### src/hw/rtl/i2cm_pkg.sv
// ----------------------------------------------------------------------------
// I2C master status controller: package
// Request codes, register selects, control bit positions, status codes and
// the bus phase and transfer kind types.
// ----------------------------------------------------------------------------
`timescale 1ns / 1ps

package i2cm_pkg;

  // Request types
  localparam logic [1:0] REQ_TICK  = 2'd0;
  localparam logic [1:0] REQ_WRITE = 2'd1;
  localparam logic [1:0] REQ_READ  = 2'd2;

  // Register selects
  localparam logic [1:0] REG_CTL_SET = 2'd0;
  localparam logic [1:0] REG_STATUS  = 2'd1;
  localparam logic [1:0] REG_DATA    = 2'd2;
  localparam logic [1:0] REG_CTL_CLR = 2'd3;

  // Configuration register indexes
  localparam int unsigned CFG_IDX_W  = 1;
  localparam int unsigned CFG_DATA_W = 16;
  localparam logic [CFG_IDX_W-1:0] CFG_SCL_HIGH = 1'b0;
  localparam logic [CFG_IDX_W-1:0] CFG_SCL_LOW  = 1'b1;
  localparam logic [CFG_DATA_W-1:0] SCL_COUNT_RST = 16'd240;

  // Control bits as stored: byte bits 6..2 packed into 5 bits
  localparam int unsigned CTL_W   = 5;
  localparam int unsigned CTL_LSB = 2;
  localparam int unsigned CTL_AA  = 0;
  localparam int unsigned CTL_SI  = 1;
  localparam int unsigned CTL_STO = 2;
  localparam int unsigned CTL_STA = 3;
  localparam int unsigned CTL_EN  = 4;
  // STO is not clearable by software
  localparam logic [CTL_W-1:0] CTL_CLEARABLE = 5'b11011;

  // Status codes
  localparam logic [7:0] ST_START      = 8'h08;
  localparam logic [7:0] ST_RSTART     = 8'h10;
  localparam logic [7:0] ST_SLAW_ACK   = 8'h18;
  localparam logic [7:0] ST_SLAW_NACK  = 8'h20;
  localparam logic [7:0] ST_TX_ACK     = 8'h28;
  localparam logic [7:0] ST_TX_NACK    = 8'h30;
  localparam logic [7:0] ST_SLAR_ACK   = 8'h40;
  localparam logic [7:0] ST_SLAR_NACK  = 8'h48;
  localparam logic [7:0] ST_RX_ACK     = 8'h50;
  localparam logic [7:0] ST_RX_NACK    = 8'h58;
  localparam logic [7:0] ST_IDLE       = 8'hF8;

  localparam logic [3:0] BITS_PER_BYTE = 4'd8;

  typedef enum logic [8:0] {
    PH_IDLE        = 9'b000000001,
    PH_START_SETUP = 9'b000000010,
    PH_START_HOLD  = 9'b000000100,
    PH_WAIT        = 9'b000001000,
    PH_RS_LOW      = 9'b000010000,
    PH_STOP_LOW    = 9'b000100000,
    PH_STOP_HIGH   = 9'b001000000,
    PH_XFER_LOW    = 9'b010000000,
    PH_XFER_HIGH   = 9'b100000000
  } phase_t;

  typedef enum logic [1:0] {
    KIND_ADDR = 2'd0,
    KIND_TX   = 2'd1,
    KIND_RX   = 2'd2
  } kind_t;

  typedef struct packed {
    logic [1:0] req_type;
    logic [1:0] reg_sel;
    logic [7:0] wdata;
    logic       sda_in;
  } req_t;

  typedef struct packed {
    logic [7:0] rdata;
    logic       scl_drive_low;
    logic       sda_drive_low;
    logic       irq_flag;
  } rsp_t;

endpackage

### src/hw/rtl/i2cm_req_if.sv
// ----------------------------------------------------------------------------
// I2C master status controller: request channel
// Valid/ready channel carrying one register access or one bus tick.
// ----------------------------------------------------------------------------
`timescale 1ns / 1ps

interface i2cm_req_if;
  logic       valid;
  logic       ready;
  logic [1:0] req_type;
  logic [1:0] reg_sel;
  logic [7:0] wdata;
  logic       sda_in;

  modport source (output valid, output req_type, output reg_sel, output wdata,
                  output sda_in, input ready);
  modport sink   (input valid, input req_type, input reg_sel, input wdata,
                  input sda_in, output ready);
endinterface

### src/hw/rtl/i2cm_rsp_if.sv
// ----------------------------------------------------------------------------
// I2C master status controller: result channel
// Valid/ready channel carrying read data, line drive and interrupt flag.
// ----------------------------------------------------------------------------
`timescale 1ns / 1ps

interface i2cm_rsp_if;
  logic       valid;
  logic       ready;
  logic [7:0] rdata;
  logic       scl_drive_low;
  logic       sda_drive_low;
  logic       irq_flag;

  modport source (output valid, output rdata, output scl_drive_low,
                  output sda_drive_low, output irq_flag, input ready);
  modport sink   (input valid, input rdata, input scl_drive_low,
                  input sda_drive_low, input irq_flag, output ready);
endinterface

### src/hw/rtl/i2cm_engine.sv
// ----------------------------------------------------------------------------
// I2C master status controller: register file and bus engine
// Holds the control, status and data registers and the bus phase state;
// applies one request per step and reports read data and line drive.
// ----------------------------------------------------------------------------
`timescale 1ns / 1ps

module i2cm_engine import i2cm_pkg::*; (
  input  logic                  clk,
  input  logic                  rst_n,
  input  logic                  step,
  input  req_t                  req,
  input  logic [CFG_DATA_W-1:0] scl_high,
  input  logic [CFG_DATA_W-1:0] scl_low,
  output rsp_t                  rsp
);

  logic [CTL_W-1:0]      ctrl_r,   ctrl_nxt;
  logic [7:0]            status_r, status_nxt;
  logic [7:0]            shift_r,  shift_nxt;
  logic [3:0]            bitcnt_r, bitcnt_nxt;
  phase_t                phase_r,  phase_nxt;
  kind_t                 kind_r,   kind_nxt;
  logic [CFG_DATA_W-1:0] pcnt_r,   pcnt_nxt;
  logic                  rmode_r,  rmode_nxt;
  logic                  active_r, active_nxt;

  logic [CFG_DATA_W-1:0] lim_high, lim_low, lim, pcnt_inc;
  logic                  use_low, pdone;
  logic [7:0]            rdata;
  logic [1:0]            drive;

  // A count of zero acts as one
  assign lim_high = (scl_high == '0) ? CFG_DATA_W'(1) : scl_high;
  assign lim_low  = (scl_low  == '0) ? CFG_DATA_W'(1) : scl_low;
  assign use_low  = (phase_r == PH_RS_LOW) || (phase_r == PH_STOP_LOW) ||
                    (phase_r == PH_XFER_LOW);
  assign lim      = use_low ? lim_low : lim_high;
  assign pcnt_inc = pcnt_r + CFG_DATA_W'(1);
  assign pdone    = (pcnt_inc >= lim);

  function automatic logic [1:0] line_drive(phase_t ph, kind_t k, logic [3:0] bc,
                                            logic [7:0] sh, logic aa);
    logic scl;
    logic sda;
    scl = 1'b0;
    sda = 1'b0;
    unique case (ph)
      PH_START_HOLD: sda = 1'b1;
      PH_WAIT: begin
        scl = 1'b1;
        sda = 1'b1;
      end
      PH_RS_LOW: scl = 1'b1;
      PH_STOP_LOW: begin
        scl = 1'b1;
        sda = 1'b1;
      end
      PH_STOP_HIGH: sda = 1'b1;
      PH_XFER_LOW, PH_XFER_HIGH: begin
        scl = (ph == PH_XFER_LOW);
        if (bc < BITS_PER_BYTE) begin
          sda = (k == KIND_RX) ? 1'b0 : ~sh[7];
        end else begin
          // acknowledge slot: drive ACK only when receiving with AA set
          sda = (k == KIND_RX) && aa;
        end
      end
      default: ;
    endcase
    return {scl, sda};
  endfunction

  always_comb begin
    ctrl_nxt   = ctrl_r;
    status_nxt = status_r;
    shift_nxt  = shift_r;
    bitcnt_nxt = bitcnt_r;
    phase_nxt  = phase_r;
    kind_nxt   = kind_r;
    pcnt_nxt   = pcnt_r;
    rmode_nxt  = rmode_r;
    active_nxt = active_r;
    rdata      = 8'h00;

    if (step) begin
      unique case (req.req_type)
        REQ_TICK: begin
          if (!ctrl_r[CTL_EN]) begin
            phase_nxt  = PH_IDLE;
            pcnt_nxt   = '0;
            bitcnt_nxt = '0;
            active_nxt = 1'b0;
            status_nxt = ST_IDLE;
          end else begin
            unique case (phase_r)
              PH_IDLE: begin
                if (ctrl_r[CTL_STO]) begin
                  ctrl_nxt[CTL_STO] = 1'b0;
                end else if (ctrl_r[CTL_STA]) begin
                  phase_nxt  = PH_START_SETUP;
                  pcnt_nxt   = '0;
                  status_nxt = ST_IDLE;
                end
              end
              PH_START_SETUP: begin
                pcnt_nxt = pdone ? '0 : pcnt_inc;
                if (pdone) phase_nxt = PH_START_HOLD;
              end
              PH_START_HOLD: begin
                pcnt_nxt = pdone ? '0 : pcnt_inc;
                if (pdone) begin
                  status_nxt       = active_r ? ST_RSTART : ST_START;
                  ctrl_nxt[CTL_SI] = 1'b1;
                  phase_nxt        = PH_WAIT;
                  active_nxt       = 1'b1;
                end
              end
              PH_WAIT: begin
                if (!ctrl_r[CTL_SI]) begin
                  status_nxt = ST_IDLE;
                  pcnt_nxt   = '0;
                  if (ctrl_r[CTL_STO]) begin
                    phase_nxt = PH_STOP_LOW;
                  end else if (ctrl_r[CTL_STA]) begin
                    phase_nxt = PH_RS_LOW;
                  end else begin
                    // after a start the data byte goes out as the address
                    if (status_r == ST_START || status_r == ST_RSTART) begin
                      kind_nxt  = KIND_ADDR;
                      rmode_nxt = shift_r[0];
                    end else begin
                      kind_nxt = rmode_r ? KIND_RX : KIND_TX;
                    end
                    bitcnt_nxt = '0;
                    phase_nxt  = PH_XFER_LOW;
                  end
                end
              end
              PH_RS_LOW: begin
                pcnt_nxt = pdone ? '0 : pcnt_inc;
                if (pdone) phase_nxt = PH_START_SETUP;
              end
              PH_STOP_LOW: begin
                pcnt_nxt = pdone ? '0 : pcnt_inc;
                if (pdone) phase_nxt = PH_STOP_HIGH;
              end
              PH_STOP_HIGH: begin
                pcnt_nxt = pdone ? '0 : pcnt_inc;
                if (pdone) begin
                  phase_nxt         = PH_IDLE;
                  bitcnt_nxt        = '0;
                  active_nxt        = 1'b0;
                  status_nxt        = ST_IDLE;
                  ctrl_nxt[CTL_STO] = 1'b0;
                end
              end
              PH_XFER_LOW: begin
                pcnt_nxt = pdone ? '0 : pcnt_inc;
                if (pdone) phase_nxt = PH_XFER_HIGH;
              end
              PH_XFER_HIGH: begin
                pcnt_nxt = pdone ? '0 : pcnt_inc;
                if (pdone) begin
                  if (bitcnt_r < BITS_PER_BYTE) begin
                    // shift in the bus level on every data bit
                    shift_nxt  = {shift_r[6:0], req.sda_in};
                    bitcnt_nxt = bitcnt_r + 4'd1;
                    phase_nxt  = PH_XFER_LOW;
                  end else begin
                    bitcnt_nxt       = '0;
                    ctrl_nxt[CTL_SI] = 1'b1;
                    phase_nxt        = PH_WAIT;
                    case (kind_r)
                      KIND_RX:  status_nxt = ctrl_r[CTL_AA] ? ST_RX_ACK : ST_RX_NACK;
                      KIND_TX:  status_nxt = req.sda_in ? ST_TX_NACK : ST_TX_ACK;
                      default: begin
                        if (rmode_r) status_nxt = req.sda_in ? ST_SLAR_NACK : ST_SLAR_ACK;
                        else         status_nxt = req.sda_in ? ST_SLAW_NACK : ST_SLAW_ACK;
                      end
                    endcase
                  end
                end
              end
              default: begin
                phase_nxt  = PH_IDLE;
                pcnt_nxt   = '0;
                bitcnt_nxt = '0;
                active_nxt = 1'b0;
                status_nxt = ST_IDLE;
              end
            endcase
          end
        end
        REQ_WRITE: begin
          unique case (req.reg_sel)
            REG_CTL_SET: ctrl_nxt = ctrl_r | req.wdata[CTL_LSB +: CTL_W];
            REG_CTL_CLR: ctrl_nxt = ctrl_r & ~(req.wdata[CTL_LSB +: CTL_W] & CTL_CLEARABLE);
            REG_DATA:    shift_nxt = req.wdata;
            default: ;
          endcase
        end
        REQ_READ: begin
          unique case (req.reg_sel)
            REG_STATUS: rdata = status_r;
            REG_DATA:   rdata = shift_r;
            default:    rdata = {1'b0, ctrl_r, 2'b00};
          endcase
        end
        default: ;
      endcase
    end
  end

  assign drive = line_drive(phase_nxt, kind_nxt, bitcnt_nxt, shift_nxt, ctrl_nxt[CTL_AA]);

  always_comb begin
    rsp.rdata         = rdata;
    rsp.scl_drive_low = drive[1];
    rsp.sda_drive_low = drive[0];
    rsp.irq_flag      = ctrl_nxt[CTL_SI];
  end

  always_ff @(posedge clk) begin
    if (!rst_n) begin
      ctrl_r   <= '0;
      status_r <= ST_IDLE;
      shift_r  <= '0;
      bitcnt_r <= '0;
      phase_r  <= PH_IDLE;
      kind_r   <= KIND_ADDR;
      pcnt_r   <= '0;
      rmode_r  <= 1'b0;
      active_r <= 1'b0;
    end else begin
      ctrl_r   <= ctrl_nxt;
      status_r <= status_nxt;
      shift_r  <= shift_nxt;
      bitcnt_r <= bitcnt_nxt;
      phase_r  <= phase_nxt;
      kind_r   <= kind_nxt;
      pcnt_r   <= pcnt_nxt;
      rmode_r  <= rmode_nxt;
      active_r <= active_nxt;
    end
  end

endmodule

### src/hw/rtl/i2c_master_status_controller_core.sv
// ----------------------------------------------------------------------------
// I2C master status controller core
// Channel   | Dir | Payload                                      | Beat
// in_ch     | in  | req_type, reg_sel, wdata, sda_in             | valid & ready
// out_ch    | out | rdata, scl_drive_low, sda_drive_low, irq_flag | valid & ready
// cfg_*     | in  | cfg_idx, cfg_wdata (SCL high / low counts)   | cfg_we
//
// One request beat per cycle while in_ch.ready is high; its result beat is valid the cycle after.
// The engine computes each result combinationally; the result register is the only stage.
// in_ch.ready drops only while a result is held and out_ch.ready is low.
// rst_n is synchronous: engine state clears and both SCL counts return to 240.
// ----------------------------------------------------------------------------
`timescale 1ns / 1ps

module i2c_master_status_controller_core import i2cm_pkg::*; (
  input  logic                  clk,
  input  logic                  rst_n,
  i2cm_req_if.sink              in_ch,
  i2cm_rsp_if.source            out_ch,
  input  logic                  cfg_we,
  input  logic [CFG_IDX_W-1:0]  cfg_idx,
  input  logic [CFG_DATA_W-1:0] cfg_wdata
);

  logic [CFG_DATA_W-1:0] scl_high_r, scl_high_nxt;
  logic [CFG_DATA_W-1:0] scl_low_r,  scl_low_nxt;
  logic                  out_valid_r, out_valid_nxt;
  rsp_t                  rsp_r;
  rsp_t                  rsp;
  req_t                  req;
  logic                  accept;

  assign in_ch.ready = !out_valid_r || out_ch.ready;
  assign accept      = in_ch.valid && in_ch.ready;

  always_comb begin
    req.req_type = in_ch.req_type;
    req.reg_sel  = in_ch.reg_sel;
    req.wdata    = in_ch.wdata;
    req.sda_in   = in_ch.sda_in;
  end

  always_comb begin
    scl_high_nxt = scl_high_r;
    scl_low_nxt  = scl_low_r;
    if (cfg_we) begin
      unique case (cfg_idx)
        CFG_SCL_HIGH: scl_high_nxt = cfg_wdata;
        CFG_SCL_LOW:  scl_low_nxt  = cfg_wdata;
        default: ;
      endcase
    end
  end

  i2cm_engine u_engine (
    .clk      (clk),
    .rst_n    (rst_n),
    .step     (accept),
    .req      (req),
    .scl_high (scl_high_r),
    .scl_low  (scl_low_r),
    .rsp      (rsp)
  );

  // load on accept, drop once taken
  assign out_valid_nxt = accept ? 1'b1 : (out_ch.ready ? 1'b0 : out_valid_r);

  always_ff @(posedge clk) begin
    if (!rst_n) begin
      scl_high_r  <= SCL_COUNT_RST;
      scl_low_r   <= SCL_COUNT_RST;
      out_valid_r <= 1'b0;
    end else begin
      scl_high_r  <= scl_high_nxt;
      scl_low_r   <= scl_low_nxt;
      out_valid_r <= out_valid_nxt;
    end
  end

  always_ff @(posedge clk) begin
    if (accept) rsp_r <= rsp;
  end

  assign out_ch.valid         = out_valid_r;
  assign out_ch.rdata         = rsp_r.rdata;
  assign out_ch.scl_drive_low = rsp_r.scl_drive_low;
  assign out_ch.sda_drive_low = rsp_r.sda_drive_low;
  assign out_ch.irq_flag      = rsp_r.irq_flag;

endmodule

### src/flat_wrapper.sv
// flat-port wrapper written by rule: the top's interface ports become plain ports
module i2c_master_status_controller_core_flat import i2cm_pkg::*;
  (clk, rst_n, cfg_we, cfg_idx, cfg_wdata, in_ch_valid, in_ch_req_type, in_ch_reg_sel, in_ch_wdata, in_ch_sda_in, in_ch_ready, out_ch_valid, out_ch_rdata, out_ch_scl_drive_low, out_ch_sda_drive_low, out_ch_irq_flag, out_ch_ready);
  i2cm_req_if in_ch_i ();
  i2cm_rsp_if out_ch_i ();
  input  logic clk;
  input  logic rst_n;
  input  logic cfg_we;
  input  logic [CFG_IDX_W-1:0] cfg_idx;
  input  logic [CFG_DATA_W-1:0] cfg_wdata;
  input wire logic [$bits(in_ch_i.valid)-1:0] in_ch_valid;
  input wire logic [$bits(in_ch_i.req_type)-1:0] in_ch_req_type;
  input wire logic [$bits(in_ch_i.reg_sel)-1:0] in_ch_reg_sel;
  input wire logic [$bits(in_ch_i.wdata)-1:0] in_ch_wdata;
  input wire logic [$bits(in_ch_i.sda_in)-1:0] in_ch_sda_in;
  output wire logic [$bits(in_ch_i.ready)-1:0] in_ch_ready;
  output wire logic [$bits(out_ch_i.valid)-1:0] out_ch_valid;
  output wire logic [$bits(out_ch_i.rdata)-1:0] out_ch_rdata;
  output wire logic [$bits(out_ch_i.scl_drive_low)-1:0] out_ch_scl_drive_low;
  output wire logic [$bits(out_ch_i.sda_drive_low)-1:0] out_ch_sda_drive_low;
  output wire logic [$bits(out_ch_i.irq_flag)-1:0] out_ch_irq_flag;
  input wire logic [$bits(out_ch_i.ready)-1:0] out_ch_ready;
  assign in_ch_i.valid = in_ch_valid;
  assign in_ch_i.req_type = in_ch_req_type;
  assign in_ch_i.reg_sel = in_ch_reg_sel;
  assign in_ch_i.wdata = in_ch_wdata;
  assign in_ch_i.sda_in = in_ch_sda_in;
  assign in_ch_ready = in_ch_i.ready;
  assign out_ch_valid = out_ch_i.valid;
  assign out_ch_rdata = out_ch_i.rdata;
  assign out_ch_scl_drive_low = out_ch_i.scl_drive_low;
  assign out_ch_sda_drive_low = out_ch_i.sda_drive_low;
  assign out_ch_irq_flag = out_ch_i.irq_flag;
  assign out_ch_i.ready = out_ch_ready;
  i2c_master_status_controller_core u_core (.clk(clk), .rst_n(rst_n), .in_ch(in_ch_i), .out_ch(out_ch_i), .cfg_we(cfg_we), .cfg_idx(cfg_idx), .cfg_wdata(cfg_wdata));
endmodule
### config.mk
export PLATFORM = sky130hd
export DESIGN_NAME = i2c_master_status_controller_core_flat
export DESIGN_NICKNAME = d
export VERILOG_FILES = /design/src/hw/rtl/i2cm_pkg.sv /design/src/hw/rtl/i2cm_req_if.sv /design/src/hw/rtl/i2cm_rsp_if.sv /design/src/hw/rtl/i2cm_engine.sv /design/src/hw/rtl/i2c_master_status_controller_core.sv /design/src/flat_wrapper.sv
export SDC_FILE = /design/constraint.sdc
export NUM_CORES = 1
export LEC_CHECK = 0
export BUFFER_PORTS_ARGS = -buffer_cell sky130_fd_sc_hd__buf_2
export CAP_MARGIN = 15
export CORE_ASPECT_RATIO = 1.25
export CORE_MARGIN = 2
export CORE_UTILIZATION = 65
export DETAILED_ROUTE_END_ITERATION = 8
export GPL_TIMING_DRIVEN = 0
export HOLD_SLACK_MARGIN = 0.08
export PLACE_DENSITY = 0.87
export RECOVER_POWER = 50
export SKIP_LAST_GASP = 1
export SYNTH_ARGS = -nofsm -noshare
export SYNTH_HDL_FRONTEND = slang
export SYNTH_SLANG_ARGS = --single-unit
### constraint.sdc
create_clock -name clk -period 10.05 [get_ports clk]
set_clock_uncertainty 0.15 [all_clocks]
set_input_delay 1.5075 -clock clk [delete_from_list [all_inputs] [get_ports clk]]
set_output_delay 1.5075 -clock clk [all_outputs]
set_load 0.02 [all_outputs]
==> qor.txt <==
n_diodes -> 0
vias in the first global route -> 5843
startpoint types -> register
Critical Path AT -> 5860 ps
CTS clock-pin slew for the worst setup and hold paths -> 100 ps
Netlist Area Pre-Place -> 5900 um^2
Gates resized, CTS repair -> 0
Synth area leader -> dfxtp_1
Peak Freq -> 175 MHz
Die Area -> 9860 um^2
wire per inst -> 18.1 um
first-pass GRT wire length -> 27.5 mm
Compound-Gate Fraction of Synth Area -> 24.1%
initial antenna violation count -> 0
Total GRT Usage -> 34.9%
Slew HR -> 35.7%
Crit Path Category -> register to register
Final #Nets -> 857
Worst Hold Class -> register to register
Peak VDD IR -> 0.0971 mV
vias -> 5940
Avg Inst Size Synth -> 7.99 um^2
grt ovf -> 0
# rows -> 38
Iter 0 DRT Violations -> 488
drt pass-1 iters -> 7
CTS tree -> yes
GP Congestion -> 0.968
cts-stage hold buffer count -> 0
layout cell share with drive strength beyond 1 -> 10.6%
drt drc -> 0
Synth Instances -> 738
Max clock buf depth -> 2
total CTS buffers -> 9
most frequent cells in the layout -> nand2_1 (113), dfxtp_1 (84), a21oi_1 (70)
Detail Route Antenna Nets -> 0
clock sink count -> 95
Setup Fix Bufs, Post-CTS -> 0
syn nets -> 799
post-synthesis cell type count -> 79
Async S/R FF share, synth -> 0%
die height -> 111 um
commonest non-fill, non-tap cell in the layout -> nand2_1
shortest period the worst path allows -> 5720 ps
Final Util -> 73.7%
Lkg Pwr -> 2.42 nW
Worst setup EP type -> register
Adder-Cell Fraction of Synth Area -> 5.52%
mux cell area share after synthesis -> 0.891%
FF+latch count, synth -> 95
Layout area overhead -> 9.25%
Max-cap violations -> 0
post-synthesis simple-gate area fraction -> 27.4%
xor/xnor share of the synthesized area -> 3.12%
Cell Area, Placed -> 6280 um^2
largest net degree at the start of global routing -> 17
Fin Setup TNS -> 0 ps
largest family of logic cells by synthesized area -> simple AND/OR/NAND/NOR gates
outcome -> finished, final reports clean
Initial Utilization -> 67.4%
routed wire length -> 16.6 mm
Synth Warn # -> 0
crit share post-route -> 56.9%
Root Driver -> clkbuf_8
die width -> 89.2 um
core area -> 8750 um^2
Hold Fails Final Rpt -> 0
Top FF cell, synth -> dfxtp_1
unrepaired setup endpoints after global routing -> false
worst-skew pair later-pin latency -> 380 ps
H-tree depth -> 3
I/O Pins -> 48
PD cells -> 112 nW/um^2
via density per instance -> 6.45
critical path required time -> 10190 ps
Final Max Tran Viols -> 0
Worst-Margin Slew -> 961 ps
top cells by area, synth -> dfxtp_1 (29%), nand2_1 (7.2%), a21oi_1 (5.9%)
post-synth top area share -> 28.5%
sequential fraction of the synthesis area -> 34.1%
Max FO, Critical Path -> 10
design area -> 6440 um^2
EDFF count, synth -> 11
Port Buffer Count -> 47
setup violators final -> 0
post-DP HPWL -> 12.5 mm
## cell families after synthesis
kind of cell             after synthesis
AND/OR/NAND/NOR                      313
AO/OA/AOI/OAI                        214
flip-flops                            95
buffers and inverters                 64
adder cells (fa/ha/maj)               26
XOR/XNOR                              21
multiplexers                           5
## final cells by class
cell class | instances | area, um^2
clock inverters | 5 | 38.8
plain buffers | 41 | 199
clock buffers | 11 | 141
multi-input cells | 579 | 3600
flip-flops and latches | 95 | 2010
inverters | 23 | 86.3
fillers | 745 | 2300
well taps | 120 | 150
repair buffers | 47 | 215
## worst max-delay path: stages (launching register included)
cell      delay [ps]
dfxtp_1          320
buf_6            130
nor4_4           400
nand2_2          160
nor2_1           580
inv_1            170
a31oi_1          310
clkbuf_1         400
a22oi_1          190
ha_1             360
nand4_2          160
nor3_4           300
o311ai_2         250
buf_6            210
nand2_1          250
nand3_1          210
o21ai_0          200
and2_0           290
buf_2            270
nor2_1            60
a211oi_1         230
## routing by layer
metal  global-route usage (%)  vias up  wire length, um
li1                         -     2788                -
met5                        0        -                0
met4                     16.8        0              895
met3                     7.03       72             1060
met2                     59.0      295             8350
met1                     40.9     2785             6340
## path summary, 6_finish.rpt
| path | start | endpoint | slack, ps | cells past startpoint |
|---|---|---|---|---|
| max | u_core.u_engine.phase_r[0] | u_core.u_engine.shift_r[0] | 4330 | 20 |
| min | u_core.scl_high_r[11] | u_core.scl_high_r[11] | 330 | 2 |
| max reg2reg | u_core.u_engine.phase_r[0] | u_core.u_engine.shift_r[0] | 4330 | 20 |
| min reg2reg | u_core.scl_high_r[11] | u_core.scl_high_r[11] | 330 | 2 |
## Yosys cell counts, types with 4 or more instances
| cell | n |
|---|---|
| a211oi_1 | 20 |
| a21oi_1 | 70 |
| a22oi_1 | 33 |
| a31oi_1 | 5 |
| and2_1 | 7 |
| and3_1 | 17 |
| buf_2 | 6 |
| buf_6 | 5 |
| clkbuf_1 | 29 |
| dfxtp_1 | 84 |
| edfxtp_1 | 11 |
| ha_1 | 26 |
| inv_1 | 22 |
| nand2_1 | 113 |
| nand2b_1 | 9 |
| nand3_1 | 28 |
| nand3b_1 | 8 |
| nand4_1 | 7 |
| nor2_1 | 59 |
| nor2b_1 | 11 |
| nor3_1 | 9 |
| nor3b_1 | 4 |
| nor4_1 | 7 |
| nor4b_1 | 4 |
| o211ai_1 | 4 |
| o21ai_0 | 35 |
| o21ai_1 | 5 |
| o22ai_1 | 5 |
| or3_1 | 4 |
| or4_1 | 4 |
| xnor2_1 | 9 |
| xor2_1 | 12 |
## flip-flops by register name, summed over array words and instances, names as in the netlist
name / cells
u_core.u_engine.kind_r: 2
u_core.scl_high_r: 16
u_core.out_ch.irq_flag: 1
u_core.u_engine.phase_r: 9
u_core.u_engine.bitcnt_r: 4
u_core.scl_low_r: 16
u_core.out_ch.sda_drive_low: 1
u_core.u_engine.rmode_r: 1
u_core.u_engine.shift_r: 8
u_core.u_engine.active_r: 1
u_core.out_ch.scl_drive_low: 1
u_core.u_engine.ctrl_r: 5
u_core.u_engine.status_r: 5
u_core.out_ch.valid: 1
u_core.u_engine.pcnt_r: 16
u_core.out_ch.rdata: 8
## metrics by stage
stage / power (mW) / cells / hold WS, ps / setup slack, ps
6_report: 0.720 / 921 / 333 / 4330
5_1_grt: 0.745 / 921 / 353 / 3980
4_1_cts: 0.718 / 921 / 331 / 4450
3_5_place_dp: 0.484 / 905 / 318 / 4500
3_3_place_gp: 0.481 / 905 / 309 / 4690
2_1_floorplan: 0.455 / 738 / 294 / 5500
## power by group
part	leakage (nW)	internal, mW	switching (mW)
registers	0.793	0.394	0.00797
logic	1.53	0.0252	0.0506
clock network	0.0956	0.0992	0.143
total	2.42	0.518	0.201
(Power assumes the default switching activity.)
